--- config.mk ---
export PLATFORM = sky130hd
export DESIGN_NAME = ahrb_out_buf
export DESIGN_NICKNAME = d
export VERILOG_FILES = /design/src/hdl/ahrb_pkg.sv /design/src/hdl/ahrb_out_buf.sv
export SDC_FILE = /design/constraint.sdc
export NUM_CORES = 1
export LEC_CHECK = 0
export ABC_AREA = 1
export BUFFER_PORTS_ARGS = -buffer_cell sky130_fd_sc_hd__buf_2
export CORE_MARGIN = 2
export CORE_UTILIZATION = 40
export DETAILED_ROUTE_END_ITERATION = 8
export PLACE_DENSITY = 0.74
export SLEW_MARGIN = 20
export SYNTH_ARGS = -nofsm -noshare
export SYNTH_HDL_FRONTEND = slang
export SYNTH_SLANG_ARGS = --single-unit
--- constraint.sdc ---
create_clock -name i_clk -period 4.43 [get_ports i_clk]
set_clock_uncertainty 0.1 [all_clocks]
set_input_delay 1.1075 -clock i_clk [delete_from_list [all_inputs] [get_ports i_clk]]
set_output_delay 1.1075 -clock i_clk [all_outputs]
set_load 0.03 [all_outputs]
--- src/hdl/ahrb_pkg.sv ---
package ahrb_pkg;

    // field widths
    localparam int SAMPLE_W = 16;
    localparam int POS_W    = 64;
    localparam int REQ_W    = 7;
    localparam int OFFS_W   = 6;
    localparam int CAP_W    = 17;

    // stream bus widths, fields packed from bit 0 and padded to whole bytes
    localparam int IN_TDATA_W  = 88;
    localparam int OUT_TDATA_W = 160;

    // defaults for the top level parameters
    localparam int STORE_DEPTH_DEF = 65536;
    localparam int MAX_READ_DEF    = 64;
    localparam int CAP_RESET       = 65536;

    // item kinds carried in tuser
    localparam logic OP_WRITE = 1'b0;
    localparam logic OP_READ  = 1'b1;

    typedef enum logic [2:0] {
        ST_IDLE,
        ST_CALC,
        ST_SETUP,
        ST_STREAM,
        ST_DRAIN,
        ST_MOD
    } t_ahrb_state;

    // one result beat as it moves through the read pipe
    typedef struct packed {
        logic                sample_valid;
        logic [SAMPLE_W-1:0] sample;
        logic [OFFS_W-1:0]   offset;
        logic                last;
    } t_ahrb_entry;

endpackage

--- src/hdl/ahrb_out_buf.sv ---
module ahrb_out_buf (
    input  logic                          i_clk,
    input  logic                          i_rst_n,
    input  logic                          i_issue,
    input  ahrb_pkg::t_ahrb_entry         i_meta,
    input  logic [ahrb_pkg::SAMPLE_W-1:0] i_rdata,
    input  logic                          i_ready,
    output logic                          o_valid,
    output ahrb_pkg::t_ahrb_entry         o_entry,
    output logic                          o_credit,
    output logic                          o_empty
);

    logic                  r_inflight;
    ahrb_pkg::t_ahrb_entry r_meta;
    logic                  r_head_v;
    logic                  r_skid_v;
    ahrb_pkg::t_ahrb_entry r_head;
    ahrb_pkg::t_ahrb_entry r_skid;
    logic                  n_head_v;
    logic                  n_skid_v;
    ahrb_pkg::t_ahrb_entry n_head;
    ahrb_pkg::t_ahrb_entry n_skid;
    ahrb_pkg::t_ahrb_entry w_new;
    logic                  w_pop;
    logic [1:0]            w_after;

    assign w_pop = r_head_v & i_ready;

    // beat coming back from the store, status beats carry a zero sample
    always_comb begin
        w_new = r_meta;
        w_new.sample = r_meta.sample_valid ? i_rdata : '0;
    end

    // room for one more read once the beats already owed are counted
    assign w_after  = 2'(r_head_v) + 2'(r_skid_v) + 2'(r_inflight) - 2'(w_pop);
    assign o_credit = (w_after < 2'd2);
    assign o_empty  = !r_head_v && !r_skid_v && !r_inflight;

    // head and skid update
    always_comb begin
        n_head_v = r_head_v;
        n_skid_v = r_skid_v;
        n_head   = r_head;
        n_skid   = r_skid;
        if (w_pop) begin
            if (r_skid_v) begin
                n_head   = r_skid;
                n_head_v = 1'b1;
                n_skid   = w_new;
                n_skid_v = r_inflight;
            end else begin
                n_head   = w_new;
                n_head_v = r_inflight;
            end
        end else if (!r_head_v) begin
            n_head   = w_new;
            n_head_v = r_inflight;
        end else if (r_inflight) begin
            n_skid   = w_new;
            n_skid_v = 1'b1;
        end
    end

    always_ff @(posedge i_clk) begin
        if (!i_rst_n) begin
            r_inflight <= 1'b0;
            r_head_v   <= 1'b0;
            r_skid_v   <= 1'b0;
        end else begin
            r_inflight <= i_issue;
            r_head_v   <= n_head_v;
            r_skid_v   <= n_skid_v;
        end
    end

    always_ff @(posedge i_clk) begin
        if (i_issue) begin
            r_meta <= i_meta;
        end
        r_head <= n_head;
        r_skid <= n_skid;
    end

    assign o_valid = r_head_v;
    assign o_entry = r_head;

`ifndef ASSERT_OFF
    a_no_overfill: assert property (@(posedge i_clk) disable iff (!i_rst_n)
        $countones({r_head_v, r_skid_v, r_inflight}) <= 2)
        else $error("read pipe holds more beats than it has room for");

    a_skid_behind_head: assert property (@(posedge i_clk) disable iff (!i_rst_n)
        r_skid_v |-> r_head_v)
        else $error("skid entry held without a head entry");
`endif

endmodule

# Yosys cells after proc, flatten, opt, wreduce, memory -nomap -nowiden
# Cells that the tools add are included.
[totals]
regBits = 59
latchBits = 0
ram_bits = 0
romBits = 0
inputBits = 44
output_inout_bits = 27
elab_cells = 45
memories = 0
[op_classes]
addsub = 3
n_mul = 0
div_mod_pow = 0
order_cmp = 1
n_eq_ne = 2
shifts = 0
mux = 15
bitwise_logic = 1
n_reduce_logical = 9
[ops]
columns = ["op", "n"]
rows = [
  ["24-bit 2-to-1 mux", 7],
  ["16-bit 2-to-1 mux", 1],
  ["1-bit 2-to-1 mux", 7],
  ["2-bit nonzero test", 2],
  ["1-bit zero test", 3],
  ["3-bit AND reduction", 1],
  ["1-bit by 1-bit adder with 2-bit output", 1],
  ["2-bit by 1-bit adder with 2-bit output", 1],
  ["1-bit logical AND", 2],
  ["2-bit < comparator (second input constant)", 1],
  ["2-bit by 1-bit != test with 1-bit output (second input constant)", 1],
  ["2-bit != test (second input constant)", 1],
  ["2-bit AND reduction", 1],
  ["2-bit by 1-bit subtractor with 2-bit output", 1],
  ["1-bit AND", 1],
]

# Longest topological paths before layout
[depth]
depth_word = 4
mapped_depth = 8

# Worst setup path after synthesis
# No wires, ideal clock.
[synth_path]
path_kind = "input to register"
startpoint = "in i_ready"
endpoint = "reg r_skid[0] (netlist name), enable pin"
t_arrival_ns = 2.927
required_time_ns = 3.922
setup_slack_ns = 0.995
path_stages = 3
n_path_buf = 0
path_cell_list = "inv_1 -> nand2_1 -> o21ai_1"
[synth_via]
elab_chain_cells = 3
[synth_lines]
columns = ["element", "line", "text"]
rows = [
  ["start: declaration", "ahrb_out_buf.sv:7", "input logic i_ready,"],
  ["1-bit AND *", "ahrb_out_buf.sv:28", "assign w_pop = r_head_v & i_ready;"],
  ["2-bit != test (no source line) / 2-bit nonzero test (equally long branches)", "-", ""],
  ["3-bit AND reduction (no source line) *", "-", ""],
  ["end signal: assignment", "ahrb_out_buf.sv:83", "r_skid <= n_skid;"],
  ["end: declaration", "ahrb_out_buf.sv:19", "ahrb_pkg::t_ahrb_entry r_skid;"],
]
# Every way passes the cells marked *; elsewhere a longest branch is shown, timed or not.
# A chain may end at the register's enable or synchronous reset.

# Worst setup path in the final report
[layout_path]
startpoint = "in i_ready"
endpoint = "out o_credit"
[layout_via]
elab_chain_cells = 3
[layout_lines]
columns = ["element", "line", "text"]
rows = [
  ["1-bit AND", "ahrb_out_buf.sv:28", ""],
  ["2-bit by 1-bit subtractor with 2-bit output", "ahrb_out_buf.sv:37", "assign w_after = 2'(r_head_v) + 2'(r_skid_v) + 2'(r_inflight) - 2'(w_pop);"],
  ["2-bit < comparator", "ahrb_out_buf.sv:38", "assign o_credit = (w_after < 2'd2);"],
  ["end: declaration", "ahrb_out_buf.sv:10", "output logic o_credit,"],
]
# Every way passes these cells.

==> PnR_summary.wiki <==
{| class="wikitable"
! Metric !! Value
|-
| Half-perimeter wire length after placement || 2460 um
|-
| Asr flop ratio synth || 0
|-
| Critical path peak fanout || 3
|-
| Number of synthesized flops with an enable pin || 56
|-
| Floorplan Core Area || 5610 um^2
|-
| Ant. Diodes || 0
|-
| Count of H-tree levels built during CTS || 3
|-
| Data arrival time of the critical path || 2.37 ns
|-
| Share of the synthesized netlist area taken by xor and xnor gates || 0
|-
| Maximum operating frequency || 280 MHz
|-
| Worst supply voltage drop on vdd || 0.000235 V
|-
| Clock sinks || 59
|-
| Cell with the most instances after synthesis || nand2_1
|-
| Total power divided by cell area || 445 nW/um^2
|-
| Final Setup Violations || 0
|-
| Buffer depth of the longest clock path || 2
|-
| Effective utilization at floorplan || 0.419
|-
| Port Buf Inserts || 54
|-
| Worst hold start || r_meta[4]$_DFFE_PP_
|-
| Total Die Area || 6510 um^2
|-
| Number of nets in the finished design || 295
|-
| Global Route Usage Sum || 0.130
|-
| Class of the tightest hold or removal check || flip-flop to flip-flop
|-
| Residual DRC || 0
|-
| Die Span Y || 80.7 um
|-
| Ys Warns || 0
|-
| Clk_lat worst skew || 0.32 ns
|-
| Critical Path RT || 3.22 ns
|-
| Crit path time final || 3.58 ns
|-
| Worst path bufs/invs || 3
|-
| Sum of overflow across all layers after global routing || 0
|-
| Relative slew slack || 0.587
|-
| Post-synthesis share of cell area spent on full adders, half adders and majority gates || 0.0160
|-
| Top cells by instance count after synthesis || nand2_1, edfxtp_1, inv_1
|-
| Slowest stage cell on the critical path || ha_1
|-
| Global-route wire length before repair || 5980 um
|-
| Final worst slack || 0.855 ns
|-
| Largest cells by area after synthesis || edfxtp_1, nand2_1, inv_1
|-
| Result of the run || finished, final reports clean
|-
| Fraction of layout cells with a size suffix above 1 || 0.312
|-
| Aggregate routed wire length || 3630 um
|-
| Total of max-cap violations || 0
|-
| Total negative setup slack || 0 ns
|-
| Iteration count of the initial detailed-routing pass || 4
|-
| Fill cell total of the finished layout || 526
|-
| CP startpoint || i_ready
|-
| Hold Violations, Final || 0
|-
| Post-CTS setup repair buffer count || 0
|-
| Die Wd || 80.7 um
|-
| Initial detailed-routing violation count || 62
|-
| Via count || 1,407
|-
| Post-CTS Hold Buffers || 0
|-
| Number of standard-cell rows in the floorplan || 27
|-
| Share of cell area taken by muxes after synthesis || 0
|-
| Period utilization || 0.807
|-
| Synthesized area per cell || 12.6 um^2
|-
| Area taken by multi-input logic gates || 458 um^2
|-
| Post-route ant nets || 0
|-
| Number of global-route vias before repair || 1,352
|-
| Clock-pin slew of the registers on the worst-case setup and hold paths || 0.06 ns
|-
| Storage cell area || 1740 um^2
|-
| Cell at the root of the clock tree || clkbuf_8
|-
| Net count of the mapped netlist || 234
|-
| Power Total || 1280 uW
|-
| Average routed wire per standard cell || 11.2 um
|-
| Proportion of synthesized chip area in sequential cells || 0.740
|-
| Cell variety after synth || 16
|-
| Worst setup slack after placement || 0.849 ns
|-
| Share of the synthesized area in compound gates (AO/OA/AOI/OAI) || 0.0479
|-
| Initial antenna violation count || 0
|-
| Number of gates resized after cts || 0
|-
| Vias per inst || 4.33
|-
| Dominant combinational cell family by area after synthesis || simple AND/OR/NAND/NOR gates
|-
| Top FF cell, synth || edfxtp_1
|-
| Endpoint kind of the worst setup timing path || output port
|-
| RSZ-0062 raised after global routing || no
|-
| Maximum number of pins on one net before global-route repair || 43
|-
| Post-synthesis to final-layout area growth || 22.6%
|-
| Post-synthesis cell type with the largest combined area || edfxtp_1
|-
| Cell class contributing the biggest share of worst-path delay || adder cells
|-
| Type of element launching the critical path || input pin
|-
| Worst hold margin || 0.354 ns
|-
| Startpoint-to-endpoint class of the critical path || input pin to output port
|-
| Reported leakage power || 0.00135 uW
|-
| Simple-gate portion of the synthesized area || 0.129
|-
| Cell-by-cell listing of the critical path || buf_2, nand2_4, ha_1, ha_1, nand2_1, inv_1, o21ai_0, nand2_1, buf_2
|-
| Total standard cell area after synthesis || 2350 um^2
|-
| # IOs || 71
|-
| Cts bufs inserted || 9
|-
| CTS tree || built
|-
| Area fraction of the dominant cell type after synthesis || 0.715
|-
| Largest stage delay, worst path || 0.29 ns
|-
| Number of max-slew violations in the final report || 0
|-
| Synthesized flop and latch total || 59
|-
| Reg2reg start || o_valid$_SDFF_PN0_
|-
| Number of instances in the synthesized netlist || 187
|-
| GP Congestion || 0.671
|-
| Slew @ Worst Pin || 0.619 ns
|}
## kinds of logic after synthesis
group | count (synthesis)
buffers and inverters | 33
AOI/OAI and AO/OA | 18
adders and majority gates | 3
DFF | 59
and+or+nand+nor | 74
## worst paths after layout
kind / to / slack, ns / cells after the start
hold / removal: r_skid[4]$_DFFE_PP_ / 0.35 / 0
setup reg to reg: r_skid[19]$_DFFE_PP_ / 2.35 / 5
setup / recovery: o_credit / 0.85 / 9
hold reg to reg: r_skid[4]$_DFFE_PP_ / 0.35 / 0
## metal layers
metal  up-vias  track usage  part of all wire  wire [um]
met5         -            0                 0          0
met4         0       0.0763             0.025         89
met2        39        0.209              0.50       1810
met3         8       0.0584             0.055        201
met1       625        0.141              0.42       1530
li1        735            -                 -          -
## state kept, by name, indices dropped and copies added, names as in the netlist
name	cells
o_entry	24
o_valid	1
r_inflight	1
r_meta	8
r_skid	24
r_skid_v	1
## per-stage QoR
stage                     area (um^2)  cells   util
after floorplan                  2350    187      -
after global placement           2680    309  0.477
after detailed placement         2680    309  0.477
after CTS                        2880    325  0.514
after global routing             2880    325  0.514
final                            2880    325  0.514
## final cells by class
type                       count  share of cell area
clock buffer                  10              0.0443
clock inverter                 6              0.0278
inverter                      27              0.0351
multi-input combinational     95               0.159
sequential                    59               0.604
tap                           72              0.0312
timing repair buffer          56              0.0989
## placed cells by master, fill, tap and decap left out
master      instances
buf_2              54
buf_4               2
bufinv_16           2
clkbuf_1            1
clkbuf_8            9
clkinv_1            2
clkinv_2            1
clkinvlp_4          1
dfxtp_1             3
edfxtp_1           56
ha_1                3
inv_1              26
inv_2               1
nand2_1            65
nand2_4             1
nand3_1             1
nor2_1              5
nor2_8              1
nor3_1              1
o21ai_0            11
o21ai_2             7
## worst register-to-register path, cell delays in order, from the launching register on
cell,delay (ns)
dfxtp_1,0.46
nand2_4,0.12
nor2_8,0.44
inv_2,0.20
o21ai_2,0.11
buf_4,0.32
## power by group
group	internal, uW	leakage (uW)	switching (uW)
sequential	645	0.000587	13.0
combinational	35.6	0.000663	78.3
clock	312	0.000101	199
total	993	0.00135	290
No activity file was read; power rests on OpenSTA's default activity.
