## config.mk

```make
export PLATFORM = sky130hd
export DESIGN_NAME = ahrb_mod_unit
export DESIGN_NICKNAME = d
export VERILOG_FILES = /design/src/hdl/ahrb_pkg.sv /design/src/hdl/ahrb_mod_unit.sv
export SDC_FILE = /design/constraint.sdc
export NUM_CORES = 1
export LEC_CHECK = 0
export BUFFER_PORTS_ARGS = -buffer_cell sky130_fd_sc_hd__buf_2
export CAP_MARGIN = 40
export CELL_PAD_IN_SITES_DETAIL_PLACEMENT = 0
export CELL_PAD_IN_SITES_GLOBAL_PLACEMENT = 2
export CORE_MARGIN = 4
export CORE_UTILIZATION = 37
export DETAILED_ROUTE_END_ITERATION = 8
export PLACE_DENSITY_LB_ADDON = 0.08
export SLEW_MARGIN = 30
export SYNTH_ARGS = -nofsm -noshare
export SYNTH_HDL_FRONTEND = slang
export SYNTH_SLANG_ARGS = --single-unit
```

## constraint.sdc

```tcl
create_clock -name i_clk -period 3.1 [get_ports i_clk]
set_input_delay 0 -clock i_clk [delete_from_list [all_inputs] [get_ports i_clk]]
set_output_delay 0 -clock i_clk [all_outputs]
set_load 0.02 [all_outputs]
```

## src/hdl/ahrb_pkg.sv

```systemverilog
package ahrb_pkg;

    // field widths
    localparam int SAMPLE_W = 16;
    localparam int POS_W    = 64;
    localparam int REQ_W    = 7;
    localparam int OFFS_W   = 6;
    localparam int CAP_W    = 17;

    // stream bus widths, fields packed from bit 0 and padded to whole bytes
    localparam int IN_TDATA_W  = 88;
    localparam int OUT_TDATA_W = 160;

    // defaults for the top level parameters
    localparam int STORE_DEPTH_DEF = 65536;
    localparam int MAX_READ_DEF    = 64;
    localparam int CAP_RESET       = 65536;

    // item kinds carried in tuser
    localparam logic OP_WRITE = 1'b0;
    localparam logic OP_READ  = 1'b1;

    typedef enum logic [2:0] {
        ST_IDLE,
        ST_CALC,
        ST_SETUP,
        ST_STREAM,
        ST_DRAIN,
        ST_MOD
    } t_ahrb_state;

    // one result beat as it moves through the read pipe
    typedef struct packed {
        logic                sample_valid;
        logic [SAMPLE_W-1:0] sample;
        logic [OFFS_W-1:0]   offset;
        logic                last;
    } t_ahrb_entry;

endpackage

```

## src/hdl/ahrb_mod_unit.sv

```systemverilog
module ahrb_mod_unit #(
    parameter int DIV_W = 17
) (
    input  logic                       i_clk,
    input  logic                       i_rst_n,
    input  logic                       i_start,
    input  logic [ahrb_pkg::POS_W-1:0] i_dividend,
    input  logic [DIV_W-1:0]           i_divisor,
    output logic                       o_done,
    output logic [DIV_W-1:0]           o_rem
);

    localparam int CNT_W = $clog2(ahrb_pkg::POS_W);

    logic                       r_busy;
    logic                       r_done;
    logic [CNT_W-1:0]           r_cnt;
    logic [ahrb_pkg::POS_W-1:0] r_dvd;
    logic [DIV_W-1:0]           r_rem;
    logic [DIV_W-1:0]           r_div;
    logic [DIV_W:0]             w_trial;
    logic [DIV_W:0]             w_diff;
    logic                       w_ge;

    // one restoring step: shift in the next dividend bit, subtract if it fits
    assign w_trial = {r_rem, r_dvd[ahrb_pkg::POS_W-1]};
    assign w_ge    = (w_trial >= {1'b0, r_div});
    assign w_diff  = w_trial - {1'b0, r_div};

    // control
    always_ff @(posedge i_clk) begin
        if (!i_rst_n) begin
            r_busy <= 1'b0;
            r_done <= 1'b0;
        end else begin
            r_done <= 1'b0;
            if (i_start) begin
                r_busy <= 1'b1;
            end else if (r_busy && (r_cnt == CNT_W'(ahrb_pkg::POS_W - 1))) begin
                r_busy <= 1'b0;
                r_done <= 1'b1;
            end
        end
    end

    // datapath
    always_ff @(posedge i_clk) begin
        if (i_start) begin
            r_dvd <= i_dividend;
            r_rem <= '0;
            r_div <= i_divisor;
            r_cnt <= '0;
        end else if (r_busy) begin
            r_dvd <= r_dvd << 1;
            r_rem <= w_ge ? w_diff[DIV_W-1:0] : w_trial[DIV_W-1:0];
            r_cnt <= r_cnt + CNT_W'(1);
        end
    end

    assign o_done = r_done;
    assign o_rem  = r_rem;

`ifndef ASSERT_OFF
    a_rem_below_div: assert property (@(posedge i_clk) disable iff (!i_rst_n)
        r_busy |-> (r_rem < r_div))
        else $error("partial remainder not below divisor");
`endif

endmodule

```

======== Word-level counts from Yosys, hierarchy flattened ========
Cells that the tools add are included.
word-level totals
  memories kept ........................... 0
  output and inout bits ................... 18
  memory bits (read-only) ................. 0
  register bits after elaboration ......... 106
  input bits .............................. 84
  logic and storage cells ................. 21
  latch bits .............................. 0
  memory bits (writable) .................. 0
operators by class
  multiply operators ...................... 0
  muxes and demuxes ....................... 6
  equality and inequality tests ........... 1
  reductions and logical operators ........ 4
  bitwise operators ....................... 1
  shifts and indexed selects .............. 0
  divide/modulo/power cells ............... 0
  add/sub/neg operators ................... 2
  $lt $le $gt $ge ......................... 1
operators with widths
  cell                                                            count
  64-bit 2-to-1 mux                                               2
  18-bit by 17-bit >= comparator with 1-bit output                1
  17-bit 2-to-1 mux                                               1
  17-bit subtractor                                               1
  6-bit by 1-bit adder with 6-bit output (second input constant)  1
  6-bit equality test (second input constant)                     1
  2-bit nonzero test                                              2
  1-bit 2-to-1 mux                                                3
  2-bit OR reduction                                              1
  1-bit logical AND                                               1
  1-bit NOT                                                       1

======== Depth between registers and ports, before layout ========
Gate-level depths: netlist (run 1).
  word-level depth ........................ 4
  gate-level depth with buffers ........... 11
  depth with buffers taken out ............ 10

======== Least setup slack after synthesis (run 1) ========
Ideal clock, no wire load.
  path type ............................... reg-to-reg
  start ................................... reg r_dvd[63] in the netlist's numbering
  end ..................................... reg r_rem[0], in the netlist o_rem[0]
  stages on the path, launching flop included .. 12
  data arrival time ....................... 2.485 ns
  setup time .............................. 0.079 ns
  period minus slack after synthesis ...... 2.565 ns
  path slack .............................. 0.535 ns
  path through ............................ edfxtp_1 > inv_1 > ha_1 > inv_1 > fa_1 > a21o_1 > a221oi_2 > a211o_1 > and3_1 > buf_6 > mux2_4 > a211oi_2
on the way
  word-level cells in the longest chain between the ends .. 2
ends and longest elaborated chain
  what                                                                                   RTL line                                  source
  from (decl)                                                                            ahrb_mod_unit.sv:18                       logic [ahrb_pkg::POS_W-1:0] r_dvd;
  from (signal assigned)                                                                 ahrb_mod_unit.sv:49                       r_dvd <= i_dividend;
  from (signal assigned)                                                                 ahrb_mod_unit.sv:54                       r_dvd <= r_dvd << 1;
  17-bit subtractor or 18-bit by 17-bit >= comparator with 1-bit output (tied branches)  ahrb_mod_unit.sv:28, ahrb_mod_unit.sv:27
  17-bit 2-to-1 mux (*)                                                                  ahrb_mod_unit.sv:55                       r_rem <= w_ge ? w_diff[DIV_W-1:0] : w_trial[DIV_W-1:0];
  to (signal assigned)                                                                   ahrb_mod_unit.sv:55
  to (decl)                                                                              ahrb_mod_unit.sv:19                       logic [DIV_W-1:0] r_rem;
Mark *: on every way between the ends. The rest lies on a longest branch, timed or not.
A chain may end at the register's enable or synchronous reset.

======== Worst setup path after layout (run 1) ========
Ends and elaborated chain as after synthesis.

==> flow_summary_export.csv, run 1 <==
group,metric,value,unit
outcome,status,"completed",
final_layout,layout-drive-gt1-share,33.3,%
job,drv_cap,0,
clock_network,clk_latency,350,ps
logic_synthesis,yosysUniqueCellTypes,55,
sta,final.period_utilization,88.8,%
placement,port-buffer-count,101,
sta,setup_tns,0,ps
logic_synthesis,synth_edf_count,81,
critical_path,worst_r2r_path_depth,10,
drt,wl_per_cell,14.7,um
final_layout,finalInstanceArea,6970,um^2
drt,first_pass_iters,6,
placement,gp_congestion,0.780,
sta,drv_slew,0,
logic_synthesis,yosys.area.top_type_share,46.6,%
sta,finalClockSkew,16.8,ps
critical_path,cp_num_cells,10,
sta,period_minus_slack,2750,ps
clock_network,cts.sinks,106,
floorplanning,top_level_ports,102,
sta,hold_viol,0,
floorplanning,die_area,16100,um^2
grt,track_usage,14.7,%
drt,ant_nets,0,
grt,grt.overflow.total,0,
logic_synthesis,yosysSeqAreaShare,56.2,%
pwr,pwr-share-clk,30.8,%
placement,place_ws,338,ps
critical_path,worstSetupPathType,"flop to flop",
clock_network,cts.path.max_buffers,2,
pwr,p_switching,0.908,mW
final_layout,area_growth,33.6,%
floorplanning,core,13800,um^2
sta,setup_ws,347,ps
pwr,p_total,3.49,mW
final_layout,num_antenna_cells,0,
critical_path,path_delay_family,"compound AO/OA/AOI/OAI gates",
clock_network,clkTransAtPathRegs,80,ps
sta,slew-limit-headroom,58.1,%
floorplanning,die_h,127,um
drt,routed_via_density,4.80,
sta,rsz0062_at_grt,"no",
drt,drc_errors,0,
critical_path,cp.arrival,3030,ps
pwr,pwr_density_cell,501,nW/um^2
critical_path,crit_chain,"inv_1 -> ha_1 -> inv_1 -> fa_1 -> a21o_1 -> a221oi_2 -> a211o_1 -> and3_1 -> mux2_4 -> a211oi_2",
critical_path,reg2reg_to,"o_rem[0]",
grt,grt_pass1_vias,3811,
critical_path,worstReg2RegStart,"r_dvd[63]",
grt,antenna_found_initial,0,
min_path,hp-class,"input port to flop",
sta,setup_viol,0,
pwr,power.leakage,2.81,nW
grt,grt_pass1_wl,18900,um
grt,grt_max_degree,65,
critical_path,cpMaxStageDelayCell,"fa_1",
critical_path,cp-start-kind,"flop",
floorplanning,dieWidth,127,um
floorplanning,rows,43,
logic_synthesis,synth.top_cells.by_count,"edfxtp_1 (81), mux2_2 (63), dfxtp_1 (25)",
critical_path,endpoint_kind,"flop",
floorplanning,start_util,37.7,%
logic_synthesis,yosys.area.top_type,"edfxtp_1",
critical_path,r2r_slack,350,ps
logic_synthesis,syn_inst,400,
final_layout,fin_nets,686,
pwr,swShare,26.0,%
logic_synthesis,syn_nets,503,
critical_path,crit_required,3370,ps
drt,vias,3686,
clock_network,cts.repair.resized,0,
sta,max_slew.worst_pin.slew,623,ps
critical_path,path_max_fanout,5,
pwr,intPower,2.58,mW
critical_path,crit_end,"o_rem[0]",
final_layout,fillers,1242,
sta,fin_hold_ws,96.6,ps
logic_synthesis,async_flop_share,0,%
pwr,ir_drop,0.000356,V
logic_synthesis,ys_seq_elements,106,
clock_network,cts_max_level,3,
critical_path,cp_slowest_stage_delay,400,ps
logic_synthesis,syn-cell-area,5220,um^2
critical_path,worstSetupStartpoint,"r_dvd[63]",
sta,max_freq,363,MHz
placement,dpl.hpwl,7680,um
clock_network,cts_root_buffer,"clkbuf_16",
logic_synthesis,synth_area_per_cell,13.0,um^2
placement,postPlaceCellArea,5880,um^2
critical_path,timing.critical_path.mode_cell,"inv_1",
clock_network,cts_setup_buffers,0,
pwr,pwr-share-seq,49.7,%
pwr,p_comb_share,19.5,%
drt,first_iter_violations,163,
critical_path,cp_num_buf_inv,2,
logic_synthesis,yosysWarnings,0,
logic_synthesis,synth_ff_type,"edfxtp_1",
drt,wl,11300,um
clock_network,ctsHoldBuffers,82,
clock_network,cts_tree,"yes",
clock_network,numCtsBuffers,9,
logic_synthesis,synth_most_common_cell,"edfxtp_1",
logic_synthesis,yosys-top-cells-area,"edfxtp_1 (47%), mux2_2 (14%), dfxtp_1 (9.6%)",
per-stage QoR:
stage	std cells	utilization, %
final	768	50.4
after global routing	768	50.4
after CTS	768	50.4
after detailed placement	670	42.5
after global placement	670	42.5
after floorplan	400	-
area by class of cell:
| type | instances | area [um^2] | share of cell area (%) |
|---|---|---|---|
| repair buffers | 191 | 1400 | 20.1 |
| clock inverters | 5 | 36.3 | 0.521 |
| inverters | 23 | 86.3 | 1.24 |
| clock buffers | 11 | 233 | 3.34 |
| flip-flops and latches | 106 | 2930 | 42.1 |
| well taps | 180 | 225 | 3.23 |
| multi-input cells | 252 | 2050 | 29.4 |
power by group through the flow:
stage | Combinational, mW | Sequential [mW] | Clock (mW)
finish | 0.679 | 1.73 | 1.08
global route | 0.759 | 1.75 | 1.18
CTS | 0.689 | 1.74 | 1.12
detailed placement | 0.605 | 1.77 | 0
global placement | 0.607 | 1.77 | 0
floorplan | 0.425 | 1.78 | 0
per-layer routing:
layer  track usage [%]  up-vias  part of all wire (%)
met5                 0        -                     0
met4              3.79        0                   1.1
met3              4.34        8                   4.3
met2              25.7       74                    52
met1              17.8     1748                    43
li1                  -     1856                     -
worst reg2reg max path: stages, from the launching register on:
cell and delay, ps:
edfxtp_1 360, inv_1 90, ha_1 160, inv_1 50, fa_1 400, a21o_1 230
a221oi_2 330, a211o_1 190, and3_1 330, mux2_4 340, a211oi_2 210
worst min-delay path by stage:
stage	cells after the start	endpoint	slack, ps	start
after floorplan	0	r_div[0]	100	i_divisor[0]
final	1	r_div[2]	100	i_start
after global routing	1	r_div[2]	90	i_start
after global placement	1	r_div[4]	180	i_divisor[4]
after CTS	1	r_div[2]	90	i_start
after detailed placement	1	r_div[8]	180	i_divisor[8]
cell usage in the layout (no fill, tap or decap), types with 2 or more instances in the layout:
master / count
nor2_1: 22
dfxtp_1: 25
clkbuf_16: 9
and2_1: 3
o21bai_1: 2
edfxtp_1: 81
nor3b_1: 4
ha_1: 18
nand2b_1: 6
a21oi_1: 16
inv_6: 2
mux2_2: 63
o21ai_0: 12
a211oi_1: 7
nand2_1: 18
dlygate4sd3_1: 82
a21o_1: 2
nand4_1: 7
clkinv_2: 2
o211ai_1: 2
mux2i_1: 7
xor2_1: 6
o221ai_1: 6
buf_2: 100
a41oi_1: 2
and3_1: 2
a21o_2: 2
clkbuf_1: 2
buf_4: 8
nand3_1: 6
a31oi_1: 5
inv_1: 22
xnor2_1: 12
registers in the layout, summed over array words and instances, names as in the netlist:
register / flops
o_rem: 17
r_cnt: 6
r_dvd: 64
r_div: 17
r_busy: 1
o_done: 1
logic make-up after synthesis:
| kind of cell | after synthesis | synth area share (%) |
|---|---|---|
| muxes | 71 | 15.2 |
| buffers and inverters | 42 | 4.44 |
| adders and majority gates | 19 | 4.70 |
| and+or+nand+nor | 74 | 7.01 |
| xor gates and xnor gates | 18 | 3.02 |
| DFF | 106 | 56.2 |
| AOI/OAI and AO/OA | 70 | 9.36 |
Note: power is estimated with default switching activity, not from simulation.
==> run 2, diff against run 1 <==
Settings changed: CORE_UTILIZATION 37 to 34.
Clock period 3.1 ns to 2.2 ns, I/O delays scaled along.
==> run 2 against run 1 <==
Effect of this change: the flow now finishes with violations (negative setup slack); clock skew fell by 6.2 ps; power rose by 49%; hold slack improved by 260 ps; clock power rose by 46%; sequential share of layout area fell by 3.0 points; combinational power rose by 75%; register-to-register slack got worse by 590 ps; maximum frequency rose by 13%; clock-buffer cell count fell by 2; sequential power rose by 41%; wire length rose by 10%; critical endpoint unchanged; largest power group unchanged.
==> flow_summary_export.csv, run 2 (synthesis results as in run 1) <==
group,metric,value,unit
outcome,status,"finished with violations",
outcome,failed_checks,"negative setup slack",
final_layout,seqCellArea,2930,um^2
sta,drv_slew,0,
grt,track_usage,14.6,%
sta,finalClockSkew,10.6,ps
drt,ant_nets,0,
sta,setup_tns,-2710,ps
sta,fin_hold_ws,353,ps
final_layout,final_cell_count_no_fill,829,
final_layout,num_antenna_cells,0,
placement,gp_congestion,0.843,
pwr,power.leakage,3.10,nW
final_layout,layout-drive-gt1-share,40.6,%
drt,wl_per_cell,15.0,um
final_layout,fillers,1387,
clock_network,clk_latency,350,ps
sta,max_slew.worst_pin.slew,552,ps
placement,postPlaceCellArea,6250,um^2
critical_path,timing.critical_path.mode_cell,"inv_2",
clock_network,numCtsBuffers,9,
final_layout,finalInstanceArea,7510,um^2
floorplanning,die_h,132,um
clock_network,clkTransAtPathRegs,80,ps
sta,setup_viol,17,
sta,final.period_utilization,111,%
drt,first_iter_violations,208,
grt,grt.overflow.total,0,
critical_path,cp_slowest_stage_delay,390,ps
critical_path,crit_chain,"inv_2 -> ha_4 -> inv_2 -> fa_2 -> a21o_1 -> a221oi_4 -> a211o_1 -> and3_4 -> mux2_4 -> a211oi_2",
floorplanning,rows,45,
drt,first_pass_iters,4,
critical_path,worstSetupPathType,"flop to flop",
job,drv_cap,0,
grt,grt_pass1_vias,4177,
floorplanning,core,15100,um^2
floorplanning,top_level_ports,102,
drt,drc_errors,0,
clock_network,cts_tree,"yes",
pwr,p_total,5.20,mW
sta,rsz0062_at_grt,"yes",
final_layout,largest_register_ffs,64,
final_layout,area_growth,43.9,%
final_layout,final_core_util,49.7,%
grt,grt_pass1_wl,20500,um
drt,wl,12400,um
final_layout,fin_nets,739,
clock_network,cts.path.max_buffers,2,
critical_path,cp.arrival,2720,ps
clock_network,cts.sinks,106,
clock_network,cts_max_level,3,
sta,hold_viol,0,
clock_network,cts_root_buffer,"clkbuf_16",
final_layout,multi_input_area,2120,um^2
sta,max_freq,409,MHz
floorplanning,dieWidth,132,um
critical_path,cp-start-kind,"flop",
min_path,hp-class,"input port to flop",
placement,placed_cells,726,
critical_path,endpoint_kind,"flop",
pwr,pwr_density_cell,693,nW/um^2
placement,port-buffer-count,101,
pwr,ir_drop,0.000403,V
critical_path,r2r_slack,-250,ps
sta,setup_ws,-247,ps
grt,antenna_found_initial,0,
drt,routed_via_density,4.77,
final_layout,layout.cells.most_common,"buf_2",
grt,grt_max_degree,45,
placement,place_ws,-304,ps
sta,period_minus_slack,2450,ps
sta,slew-limit-headroom,63.2,%
floorplanning,start_util,34.6,%
floorplanning,die_area,17400,um^2
placement,dpl.hpwl,8470,um
critical_path,path_max_fanout,2,
final_layout,regMostFlops,"r_dvd",
drt,vias,3957,
final_layout,final_cell_mix,"buf_2 (100), dlygate4sd3_1 (83), edfxtp_1 (81)",
critical_path,crit_required,2470,ps
critical_path,cpMaxStageDelayCell,"edfxtp_1",
-- run 2: cell type report --
type	instances	area share, %
Clock buffer	9	3.00
Clock inverter	7	0.850
Inverter	23	1.20
Multi-Input combinational cell	252	28.3
Sequential cell	106	39.1
Tap cell	188	3.13
Timing Repair Buffer	244	24.5
-- run 2: worst paths after layout --
check,start,end,cells past startpoint
max,r_dvd[63],o_rem[0],10
min,i_divisor[16],r_div[16],2
max reg2reg,r_dvd[63],o_rem[0],10
min reg2reg,r_cnt[5],r_cnt[5],2
-- run 2: critical path, delay by kind of cell, from the launching register on --
family,cells,cell delay [ps]
AO/OA/AOI/OAI,4,890
adder cells (fa/ha/maj),2,470
buffers and inverters,2,120
flip-flops,1,390
multiplexers,1,300
AND/OR/NAND/NOR,1,210
-- run 2: power by group --
group	switching, mW	total (mW)	internal [mW]
registers	0.0666	2.44	2.37
logic	0.538	1.19	0.648
clock network	0.790	1.58	0.791
-- run 2: repair_timing --
item | in CTS | in global routing
cloned | 0 | 2
resized for setup | 6 | 8
setup buffers | 1 | 1
hold endpoints to repair | 85 | 0
pin swaps | 6 | 11
hold buffers | 83 | 0
setup endpoints to repair | 17 | 17
-- run 2: layer usage --
metal | vias up | track usage (%) | part of all wire, %
li1 | 1964 | - | -
met1 | 1899 | 17.2 | 44
met2 | 76 | 25.7 | 50
met3 | 18 | 4.50 | 4.3
met4 | 0 | 4.43 | 1.6
met5 | - | 0 | 0
